### src/design/sue_pkg.sv
package sue_pkg;

    // Hash constants
    localparam logic [31:0] HashOffset = 32'h811C_9DC5;
    localparam logic [31:0] HashPrime  = 32'h0100_0193;

    // Length saturates at the smaller of the length limit and the field range
    localparam longint unsigned MaxLength  = 64'd65535;
    localparam logic [15:0]     CountLimit =
        (MaxLength < 64'd65535) ? MaxLength[15:0] : 16'hFFFF;

    // Characters seen by the escape decoder
    localparam logic [7:0] CharBackslash = 8'h5C;
    localparam logic [7:0] CharN         = 8'h6E;
    localparam logic [7:0] CharR         = 8'h72;
    localparam logic [7:0] CharT         = 8'h74;
    localparam logic [7:0] CharDquote    = 8'h22;
    localparam logic [7:0] CharSquote    = 8'h27;
    localparam logic [7:0] CharZero      = 8'h30;
    localparam logic [7:0] CharNewline   = 8'h0A;
    localparam logic [7:0] CharReturn    = 8'h0D;
    localparam logic [7:0] CharTab       = 8'h09;
    localparam logic [7:0] CharNul       = 8'h00;

    // Queue between front and back
    localparam int QDepth = 4;
    localparam int QAddrW = $clog2(QDepth);

    typedef struct packed {
        logic [7:0] in_byte;
        logic       last;
    } sue_in_t;

    typedef struct packed {
        logic [7:0]  out_byte;
        logic        byte_valid;
        logic        done_res;
        logic [31:0] hash_value;
        logic [15:0] decoded_length;
    } sue_out_t;

    // One classified input beat: one or two decoded bytes, maybe end of string
    typedef struct packed {
        logic [7:0] byte0;
        logic [7:0] byte1;
        logic       two_bytes;
        logic       fin;
    } sue_entry_t;

    // Queue handshake seen by each side
    typedef struct packed {
        logic full;
        logic empty;
    } sue_qstat_t;

    function automatic logic [31:0] fnv_mix(input logic [31:0] h, input logic [31:0] v);
        logic [31:0] x;
        x = h ^ v;
        return x * HashPrime;
    endfunction

endpackage

### src/design/string_unescape_and_hash.sv
// String unescape and word hash.
// raw channel (raw_valid/raw_ready/raw_beat): one byte of an escaped string
//   literal per beat, last set on the final byte.
// dec channel (dec_valid/dec_ready/dec_beat): one decoded byte per beat with
//   byte_valid set, then one beat with done_res set carrying the hash and the
//   saturating decoded length; the block is then ready for the next string.
// Path: a decoded byte is written to a queue entry at the edge that takes its
//   raw beat, then loaded into the output register when the back end takes it.
//   Throughput: one decoded byte per cycle in the back end while the output
//   register is free; an unknown escape yields two bytes from one queue entry.
//   At string end the back end folds the 0 to 3 leftover bytes one per cycle
//   through the hash multiplier, then emits the done beat.
// Raw beats are taken at one per cycle while the 4-entry queue has room.
// Reset: asynchronous, active low; hash returns to the offset value, queue
//   and escape state are cleared, no beat is pending.
// Receiver stall: the output register holds its beat, the back end waits,
//   the queue fills and raw_ready drops once it is full.
module string_unescape_and_hash
    import sue_pkg::*;
(
    input  logic     clk,
    input  logic     rst_n,
    input  logic     raw_valid,
    output logic     raw_ready,
    input  sue_in_t  raw_beat,
    output logic     dec_valid,
    input  logic     dec_ready,
    output sue_out_t dec_beat
);

    sue_qstat_t qstat;
    sue_entry_t push_entry;
    sue_entry_t head_entry;
    logic       push;
    logic       pop;

    // classify raw bytes, track pending escape
    sue_front u_front (
        .clk        (clk),
        .rst_n      (rst_n),
        .raw_valid  (raw_valid),
        .raw_ready  (raw_ready),
        .raw_beat   (raw_beat),
        .qstat      (qstat),
        .push       (push),
        .push_entry (push_entry)
    );

    sue_queue u_queue (
        .clk        (clk),
        .rst_n      (rst_n),
        .push       (push),
        .push_entry (push_entry),
        .pop        (pop),
        .head_entry (head_entry),
        .stat       (qstat)
    );

    // emit bytes, hash words, flush tail, emit done beat
    sue_back u_back (
        .clk        (clk),
        .rst_n      (rst_n),
        .head_entry (head_entry),
        .qstat      (qstat),
        .pop        (pop),
        .dec_valid  (dec_valid),
        .dec_ready  (dec_ready),
        .dec_beat   (dec_beat)
    );

endmodule

### src/design/sue_queue.sv
module sue_queue
    import sue_pkg::*;
(
    input  logic       clk,
    input  logic       rst_n,
    input  logic       push,
    input  sue_entry_t push_entry,
    input  logic       pop,
    output sue_entry_t head_entry,
    output sue_qstat_t stat
);

    sue_entry_t          mem_reg [QDepth];
    logic [QAddrW-1:0]   wr_ptr_reg;
    logic [QAddrW-1:0]   rd_ptr_reg;
    logic [QAddrW:0]     count_reg;
    logic [QAddrW:0]     count_next;
    logic                do_push;
    logic                do_pop;

    assign stat.full  = (count_reg == (QAddrW+1)'(QDepth));
    assign stat.empty = (count_reg == '0);
    assign do_push    = push && !stat.full;
    assign do_pop     = pop && !stat.empty;
    assign head_entry = mem_reg[rd_ptr_reg];

    always_comb
    begin
        count_next = count_reg;
        if (do_push && !do_pop)
        begin
            count_next = count_reg + 1'b1;
        end
        else if (do_pop && !do_push)
        begin
            count_next = count_reg - 1'b1;
        end
    end

    always_ff @(posedge clk)
    begin
        if (do_push)
        begin
            mem_reg[wr_ptr_reg] <= push_entry;
        end
    end

    always_ff @(posedge clk or negedge rst_n)
    begin
        if (!rst_n)
        begin
            wr_ptr_reg <= '0;
            rd_ptr_reg <= '0;
            count_reg  <= '0;
        end
        else
        begin
            if (do_push)
            begin
                wr_ptr_reg <= wr_ptr_reg + 1'b1;
            end
            if (do_pop)
            begin
                rd_ptr_reg <= rd_ptr_reg + 1'b1;
            end
            count_reg <= count_next;
        end
    end

endmodule

### src/design/sue_front.sv
module sue_front
    import sue_pkg::*;
(
    input  logic       clk,
    input  logic       rst_n,
    input  logic       raw_valid,
    output logic       raw_ready,
    input  sue_in_t    raw_beat,
    input  sue_qstat_t qstat,
    output logic       push,
    output sue_entry_t push_entry
);

    logic       escape_pending_reg;
    logic       escape_pending_next;
    logic       accept;
    logic [7:0] mapped;
    logic       known;

    assign raw_ready = !qstat.full;
    assign accept    = raw_valid && raw_ready;

    // Second byte of an escape sequence
    always_comb
    begin
        known  = 1'b1;
        mapped = raw_beat.in_byte;
        case (raw_beat.in_byte)
            CharN:         mapped = CharNewline;
            CharR:         mapped = CharReturn;
            CharT:         mapped = CharTab;
            CharDquote:    mapped = CharDquote;
            CharSquote:    mapped = CharSquote;
            CharBackslash: mapped = CharBackslash;
            CharZero:      mapped = CharNul;
            default:       known  = 1'b0;
        endcase
    end

    always_comb
    begin
        escape_pending_next  = escape_pending_reg;
        push                 = 1'b0;
        push_entry.byte0     = raw_beat.in_byte;
        push_entry.byte1     = raw_beat.in_byte;
        push_entry.two_bytes = 1'b0;
        push_entry.fin       = raw_beat.last;
        if (accept)
        begin
            if (escape_pending_reg)
            begin
                escape_pending_next = 1'b0;
                push                = 1'b1;
                if (known)
                begin
                    push_entry.byte0 = mapped;
                end
                else
                begin
                    // unknown escape keeps the backslash too
                    push_entry.byte0     = CharBackslash;
                    push_entry.two_bytes = 1'b1;
                end
            end
            else if ((raw_beat.in_byte == CharBackslash) && !raw_beat.last)
            begin
                escape_pending_next = 1'b1;
            end
            else
            begin
                push = 1'b1;
            end
        end
    end

    always_ff @(posedge clk or negedge rst_n)
    begin
        if (!rst_n)
        begin
            escape_pending_reg <= 1'b0;
        end
        else
        begin
            escape_pending_reg <= escape_pending_next;
        end
    end

endmodule

### src/design/sue_back.sv
module sue_back
    import sue_pkg::*;
(
    input  logic       clk,
    input  logic       rst_n,
    input  sue_entry_t head_entry,
    input  sue_qstat_t qstat,
    output logic       pop,
    output logic       dec_valid,
    input  logic       dec_ready,
    output sue_out_t   dec_beat
);

    typedef enum logic [2:0] {
        BK_BYTE  = 3'b001,
        BK_FLUSH = 3'b010,
        BK_DONE  = 3'b100
    } back_state_t;

    back_state_t state_reg, state_next;
    logic [31:0] hash_reg, hash_next;
    logic [23:0] wbuf_reg, wbuf_next;
    logic [1:0]  fill_reg, fill_next;
    logic [15:0] count_reg, count_next;
    logic        sel_reg, sel_next;
    logic [1:0]  flush_idx_reg, flush_idx_next;
    logic        out_valid_reg, out_valid_next;
    sue_out_t    out_reg, out_next;
    logic        out_free;
    logic [7:0]  cur_byte;
    logic [7:0]  tail_byte;

    assign out_free  = !out_valid_reg || dec_ready;
    assign dec_valid = out_valid_reg;
    assign dec_beat  = out_reg;
    assign cur_byte  = sel_reg ? head_entry.byte1 : head_entry.byte0;

    always_comb
    begin
        case (flush_idx_reg)
            2'd0:    tail_byte = wbuf_reg[7:0];
            2'd1:    tail_byte = wbuf_reg[15:8];
            default: tail_byte = wbuf_reg[23:16];
        endcase
    end

    always_comb
    begin
        state_next     = state_reg;
        hash_next      = hash_reg;
        wbuf_next      = wbuf_reg;
        fill_next      = fill_reg;
        count_next     = count_reg;
        sel_next       = sel_reg;
        flush_idx_next = flush_idx_reg;
        out_valid_next = out_valid_reg && !dec_ready;
        out_next       = out_reg;
        pop            = 1'b0;

        case (state_reg)
            BK_BYTE:
            begin
                if (!qstat.empty && out_free)
                begin
                    out_valid_next          = 1'b1;
                    out_next.out_byte       = cur_byte;
                    out_next.byte_valid     = 1'b1;
                    out_next.done_res       = 1'b0;
                    out_next.hash_value     = '0;
                    out_next.decoded_length = '0;
                    if (count_reg != CountLimit)
                    begin
                        count_next = count_reg + 1'b1;
                    end
                    if (fill_reg == 2'd3)
                    begin
                        hash_next = fnv_mix(hash_reg, {cur_byte, wbuf_reg});
                        wbuf_next = '0;
                        fill_next = '0;
                    end
                    else
                    begin
                        case (fill_reg)
                            2'd0:    wbuf_next[7:0]   = cur_byte;
                            2'd1:    wbuf_next[15:8]  = cur_byte;
                            default: wbuf_next[23:16] = cur_byte;
                        endcase
                        fill_next = fill_reg + 1'b1;
                    end
                    if (head_entry.two_bytes && !sel_reg)
                    begin
                        sel_next = 1'b1;
                    end
                    else
                    begin
                        pop      = 1'b1;
                        sel_next = 1'b0;
                        if (head_entry.fin)
                        begin
                            flush_idx_next = '0;
                            state_next     = BK_FLUSH;
                        end
                    end
                end
            end
            BK_FLUSH:
            begin
                // fold leftover bytes one per cycle
                if (flush_idx_reg < fill_reg)
                begin
                    hash_next      = fnv_mix(hash_reg, {24'd0, tail_byte});
                    flush_idx_next = flush_idx_reg + 1'b1;
                end
                else
                begin
                    state_next = BK_DONE;
                end
            end
            BK_DONE:
            begin
                if (out_free)
                begin
                    out_valid_next          = 1'b1;
                    out_next.out_byte       = '0;
                    out_next.byte_valid     = 1'b0;
                    out_next.done_res       = 1'b1;
                    out_next.hash_value     = hash_reg;
                    out_next.decoded_length = count_reg;
                    hash_next               = HashOffset;
                    wbuf_next               = '0;
                    fill_next               = '0;
                    count_next              = '0;
                    state_next              = BK_BYTE;
                end
            end
            default:
            begin
                state_next = BK_BYTE;
            end
        endcase
    end

    always_ff @(posedge clk)
    begin
        out_reg <= out_next;
    end

    always_ff @(posedge clk or negedge rst_n)
    begin
        if (!rst_n)
        begin
            state_reg     <= BK_BYTE;
            hash_reg      <= HashOffset;
            wbuf_reg      <= '0;
            fill_reg      <= '0;
            count_reg     <= '0;
            sel_reg       <= 1'b0;
            flush_idx_reg <= '0;
            out_valid_reg <= 1'b0;
        end
        else
        begin
            state_reg     <= state_next;
            hash_reg      <= hash_next;
            wbuf_reg      <= wbuf_next;
            fill_reg      <= fill_next;
            count_reg     <= count_next;
            sel_reg       <= sel_next;
            flush_idx_reg <= flush_idx_next;
            out_valid_reg <= out_valid_next;
        end
    end

endmodule
### config.mk
export PLATFORM = sky130hd
export DESIGN_NAME = string_unescape_and_hash
export DESIGN_NICKNAME = d
export VERILOG_FILES = /design/src/design/sue_pkg.sv /design/src/design/string_unescape_and_hash.sv /design/src/design/sue_queue.sv /design/src/design/sue_front.sv /design/src/design/sue_back.sv
export SDC_FILE = /design/constraint.sdc
export NUM_CORES = 1
export LEC_CHECK = 0
export BUFFER_PORTS_ARGS = -buffer_cell sky130_fd_sc_hd__buf_2
export CAP_MARGIN = 20
export CORE_MARGIN = 10
export CORE_UTILIZATION = 45
export CTS_CLUSTER_DIAMETER = 200
export DETAILED_ROUTE_END_ITERATION = 8
export HOLD_SLACK_MARGIN = 0.03
export PLACE_DENSITY = 0.71
export SETUP_SLACK_MARGIN = 0.1
export SYNTH_ARGS = -nofsm -noshare
export SYNTH_HDL_FRONTEND = slang
export SYNTH_SLANG_ARGS = --single-unit
export TNS_END_PERCENT = 1
### constraint.sdc
create_clock -name clk -period 7.3 [get_ports clk]
set_clock_uncertainty 0.05 [all_clocks]
set_input_delay 1.095 -clock clk [delete_from_list [all_inputs] [get_ports clk]]
set_output_delay 1.095 -clock clk [all_outputs]
set_load 0.1 [all_outputs]
---- Word-level counts from Yosys, hierarchy flattened ----
Memories as Yosys holds them, arrays and structs flattened.
Index checks and enable logic that the tools add are counted.
storage, ports and cells
  register bits after elaboration ......... 147
  bits in latches ......................... 0
  bits in writable memories ............... 72
  bits in read-only memories .............. 0
  input port bits ......................... 13
  output and inout port bits .............. 60
  memories kept ........................... 1
memories
  name             depth  bits a word  read ports  clocked after memory_dff  write ports  line             RTL
  u_queue.mem_reg  4      18           1           0                         1            sue_queue.sv:13  sue_entry_t mem_reg [QDepth];
cells by class
  $add $sub $neg .......................... 7
  multipliers ............................. 2
  divide/modulo/power cells ............... 0
  magnitude comparators ................... 1
  equality and inequality tests ........... 26
  shifts and indexed selects .............. 0
  multiplexer cells ....................... 60
  bitwise operators ....................... 2
  reductions and logical operators ........ 36
operators with widths
  kind                                                    number
  two-way mux 32 bit                                      4
  two-way mux 58 bit                                      2
  one-hot mux 58 bit (2 select lines)                     1
  one-hot mux 32 bit (3 select lines)                     1
  two-way mux 24 bit                                      3
  multiplier 32 x 25 -> 32 bit (second input constant)    2
  two-way mux 8 bit                                       7
  one-hot mux 8 bit (7 select lines)                      1
  two-way mux 16 bit                                      3
  one-hot mux 24 bit (2 select lines)                     1
  equality test 8 x 7 -> 1 bit (second input constant)    4
  one-hot mux 16 bit (2 select lines)                     1
  XOR 32 bit                                              1
  XOR 32 x 8 -> 32 bit                                    1
  equality test 8 x 6 -> 1 bit (second input constant)    3
  two-way mux 3 bit                                       7
  two-way mux 1 bit                                       17
  adder 16 x 1 -> 16 bit (second input constant)          1
  inequality test 16 bit (second input constant)          1
  one-hot mux 8 bit (2 select lines)                      1
  AND reduction 4 bit                                     4
  AND reduction 5 bit                                     3
  two-way mux 2 bit                                       7
  inequality test 2 x 1 -> 1 bit (second input constant)  5
  other kinds (25)                                        53

---- Depth between registers and ports, before layout ----
  depth in word-level cells ............... 10
  depth in mapped cells ................... 27
  mapped depth without buffers ............ 26

---- Cells and area by module ----
From an unflattened synthesis, not the netlist that was laid out.
second synthesis, totals
  cells, all modules ...................... 2043
  area total of the unflattened synthesis .. 21312.9 µm²
by module, submodules not included
  module     instances  cells each  area an instance (µm²)
  sue_back   1          1854        17860.9
  sue_queue  1          130         3015.4
  sue_front  1          59          436.7

---- Least setup slack after synthesis ----
Ideal clock, no wire load.
  path kind ............................... register to register
  start point ............................. reg u_back.flush_idx_reg[0]
  end point ............................... reg u_back.hash_reg[31]
  arrival time ............................ 6.310 ns
  setup slack ............................. 0.852 ns
  cell stages (with the launch flop) ...... 26
  path buffers ............................ 1
  path through ............................ dfrtp_1 > inv_1 > ha_1 > clkbuf_1 > nor2_1 > a21oi_1 > xnor2_1 > ha_1 > ha_1 > fa_1 > ha_1 > fa_1 > ha_1 > inv_1 > fa_1 > inv_1 > ha_1 > a21oi_1 > o211ai_1 > nor4_1 > o21ai_0 > and2_1 > a211oi_1 > a21oi_1 > xnor2_1 > a221oi_2
on the way
  cells in the longest elaborated chain, start to end .. 6
  elaborated cells on any way between the ends .. 10
  classes of those cells .................. 1 x mul; 1 x order compare; 2 x eq/ne; 3 x mux; 1 x bitwise; 2 x reduce/logical
RTL lines
  element                                                                 line             RTL
  start, declared                                                         sue_back.sv:26   logic [1:0] flush_idx_reg, flush_idx_next;
  start signal, assigned                                                  sue_back.sv:169  flush_idx_reg <= flush_idx_next;
  equality test 2 x 1 -> 1 bit / zero test 2 bit (equally long branches)  sue_back.sv:40   case (flush_idx_reg)
  one-hot mux 8 bit (2 select lines)                                      sue_back.sv:40
  XOR 32 x 8 -> 32 bit                                                    sue_pkg.sv:58    x = h ^ v;
  multiplier 32 x 25 -> 32 bit                                            sue_pkg.sv:59    return x * HashPrime;
  two-way mux 32 bit                                                      sue_back.sv:109  if (flush_idx_reg < fill_reg)
  one-hot mux 32 bit (3 select lines)                                     sue_back.sv:60   case (state_reg)
  end signal, assigned                                                    sue_back.sv:153  hash_reg <= HashOffset;
  end signal, assigned                                                    sue_back.sv:164  hash_reg <= hash_next;
  end, declared                                                           sue_back.sv:21   logic [31:0] hash_reg, hash_next;
Parallel ways exist; a longest one is shown, timed or not. The select of a mux whose other input is x is not followed.
A chain may end at the register's enable or synchronous reset.

---- Worst setup path after layout ----
  start point ............................. reg u_back.flush_idx_reg[1]
  end point ............................... reg u_back.hash_reg[31]
The elaborated chain is that of the path after synthesis.

==> impl_results.md <==
- Num rows: just under 80
- Core area: around 46000 um2
- Antenna diodes: 0
- Maxcap violations: 0
- Postcts setup bufs: 0
- R2R Setup Slk: 520 ps
- Run status: finished, final reports clean
- 1st-pass router iterations: 5
- Nets@finish: between 2000 and 3000
- CP Capture Type: register
- Post-layout util: 0.499
- DRC viols: 0
- Post-Syn Instances: about 2000
- Final setup TNS: 0 ps
- Ports: 73
- RSZ-0062 raised after global routing: no
- Die X-Extent: 236 um
- Post-synthesis cell type count: between 70 and 80
- Rel. slew slack: 0.312
- Multi-input gate area: 13200 um2
- Worst Tran Pin Value: 1030 ps
- DR iter-0 viols: roughly 950
- Largest family of logic cells by synthesized area: adder cells
- Final wirelength: 51100 um
- GRT Residual Overflow: 0
- Sink Count: about 220
- Worst-Skew Late Latency: approximately 560 ps
- Flops & latches, synth: between 200 and 250
- WP data arrival: between 7000 and 8000 ps
- Wirelength per Cell: about 19 um
- Area share of and/or/nand/nor cells after synthesis: 0.0758
- Primary FF master, synth: edfxtp_1
- Async set-or-reset flop fraction in the synthesized netlist: 0.406
- Crit-path max FO: 9
- CP startpoint kind: register
- Share of layout cells above drive strength 1: 0.113
- Reg2reg start: u_back.flush_idx_reg[1]
- Register clock-pin slew on the reported worst setup and hold paths: approximately 60 ps
- Final HPWL DP: between 40000 and 50000 um
- Via Count: around 14000
- Yosys Warn Count: 0
- Compound-Gate Fraction of Synth Area: 0.0805
- Initial core utilization: 0.452
- First-pass GRT wire length: 82500 um
- TritonCTS clock tree: yes
- Largest net degree at the start of global routing: between 60 and 70
- Worst Hold Class: primary input to asynchronous set/reset pin
- Area share of fa/ha/maj cells after synthesis: 0.371
- Area grow syn2layout: 10.3%
- Fillers: slightly above 4000
- Tot GR Track Use: 0.183
- Post-Syn Area per Cell: 10.6 um2
- Routability cong.: slightly below 1
- Final hold vios: 0
- Final Critical Period: ~6800 ps
- Post-synthesis mux area share: 0.0409
- Synth Area in XOR/XNOR: 0.0566
- Post-synthesis net count: between 2000 and 3000
- Seq/Total Area, Yosys: 0.293
- Final Cycle Share: 0.928
- CP Class: register to register
- Fmax: around 0.15 GHz
- Vias per cell: 5.31
- Data required, critical path: approximately 7700 ps
- Commonest non-fill, non-tap cell in the layout: inv_1
- Final Setup Violations: 0
- Antenna violations before repair: 0
- CP startpoint: u_back.flush_idx_reg[1]
- CTS Buf Count: 25
- Max-slew violations: 0
- CTS root buf: clkbuf_16
- Die area: between 50000 and 60000 um2
- Largest register FFs: around 70
- Clock Path Buffers: 3
- Most frequent cells in the layout: 409 x inv_1, 381 x ha_1, 149 x fa_1, 130 x edfxtp_1, 97 x nor2_1
- I/O Buffers: slightly above 70
- Post-route ant nets: 0
- H-tree depth: 1
- Mapped cell area: around 21000 um2
- Register area: 6150 um2
- Number of global-route vias before repair: around 15000
- DIE HEIGHT: roughly 240 um
- EDFF count, synth: 130
-- critical path: stages (launching register included) --
cell      delay (ps)
dfrtp_1          370
inv_1             80
ha_2             240
nor2_4           220
a21oi_1          110
xnor2_1          310
ha_1             300
ha_1             300
fa_1             480
ha_1             210
fa_1             480
ha_1             280
inv_1             50
fa_1             520
inv_1             40
ha_1             360
o211ai_1         310
o211ai_1         220
nor4_2           380
o21ai_0          180
and2_1           210
a211oi_1         390
a21oi_1          140
xnor2_1          170
a221oi_2         250
-- final cells by class --
cell class	count	share of cell area
inverter	410	0.0665
multi-input combinational	1301	0.568
clock inverter	12	0.00460
tap	607	0.0328
sequential	219	0.266
clock buffer	34	0.0307
timing repair buffer	120	0.0313
-- repair_timing --
item / CTS / global route
hold buffers: 0 / 0
resized for setup: 0 / 9
setup endpoints to repair: 0 / 8
hold endpoints to repair: 0 / 0
-- cells in the mapped netlist, drive strengths merged (49+ instances only) --
cell type    n  area, um2
inv        409       1540
ha         383       4790
fa         149       2980
edfxtp     130       3900
nor2       100        375
xnor2       83        734
dfrtp       74       1850
nand2       70        263
a21oi       67        335
o21ai       64        320
and3        52        325
xor2        49        429
-- metrics by stage --
step                      worst slack (ps)  area [um2]  cells  hold slack, ps
after global routing                   123       23100   2703             467
after detailed placement               136       22300   2657             449
after global placement                 282       22300   2657             434
after floorplan                        852       21000   1971             414
after CTS                              145       23100   2703             442
final                                  523       23100   2703             437
-- worst paths after layout --
path / to / depth (start not counted)
hold reg to reg: u_queue.count_reg[2] / 1
setup / recovery: u_back.hash_reg[31] / 24
setup reg to reg: u_back.hash_reg[31] / 24
max in group asynchronous: u_back.wbuf_reg[12] / 2
min in group clk: u_queue.count_reg[2] / 1
hold / removal: u_back.count_reg[8] / 1
-- cell families (layout without fill, tap and decap cells) --
group                    Yosys count  after routing
buffers and inverters            451            576
multiplexers                      54             54
AND/OR/NAND/NOR                  323            323
flip-flops                       219            219
adder cells (fa/ha/maj)          532            532
XOR/XNOR                         133            133
AO/OA/AOI/OAI                    259            259
-- per-layer routing --
layer	up-vias	routed length, um	global-route usage
met5	-	0	0
met4	0	1780	0.0592
met3	87	2640	0.0200
met2	377	24300	0.308
met1	7036	22400	0.241
li1	6859	-	-
Power is not shown: default switching activity piles up to over one toggle a cycle in this logic, so the estimate is an artifact.
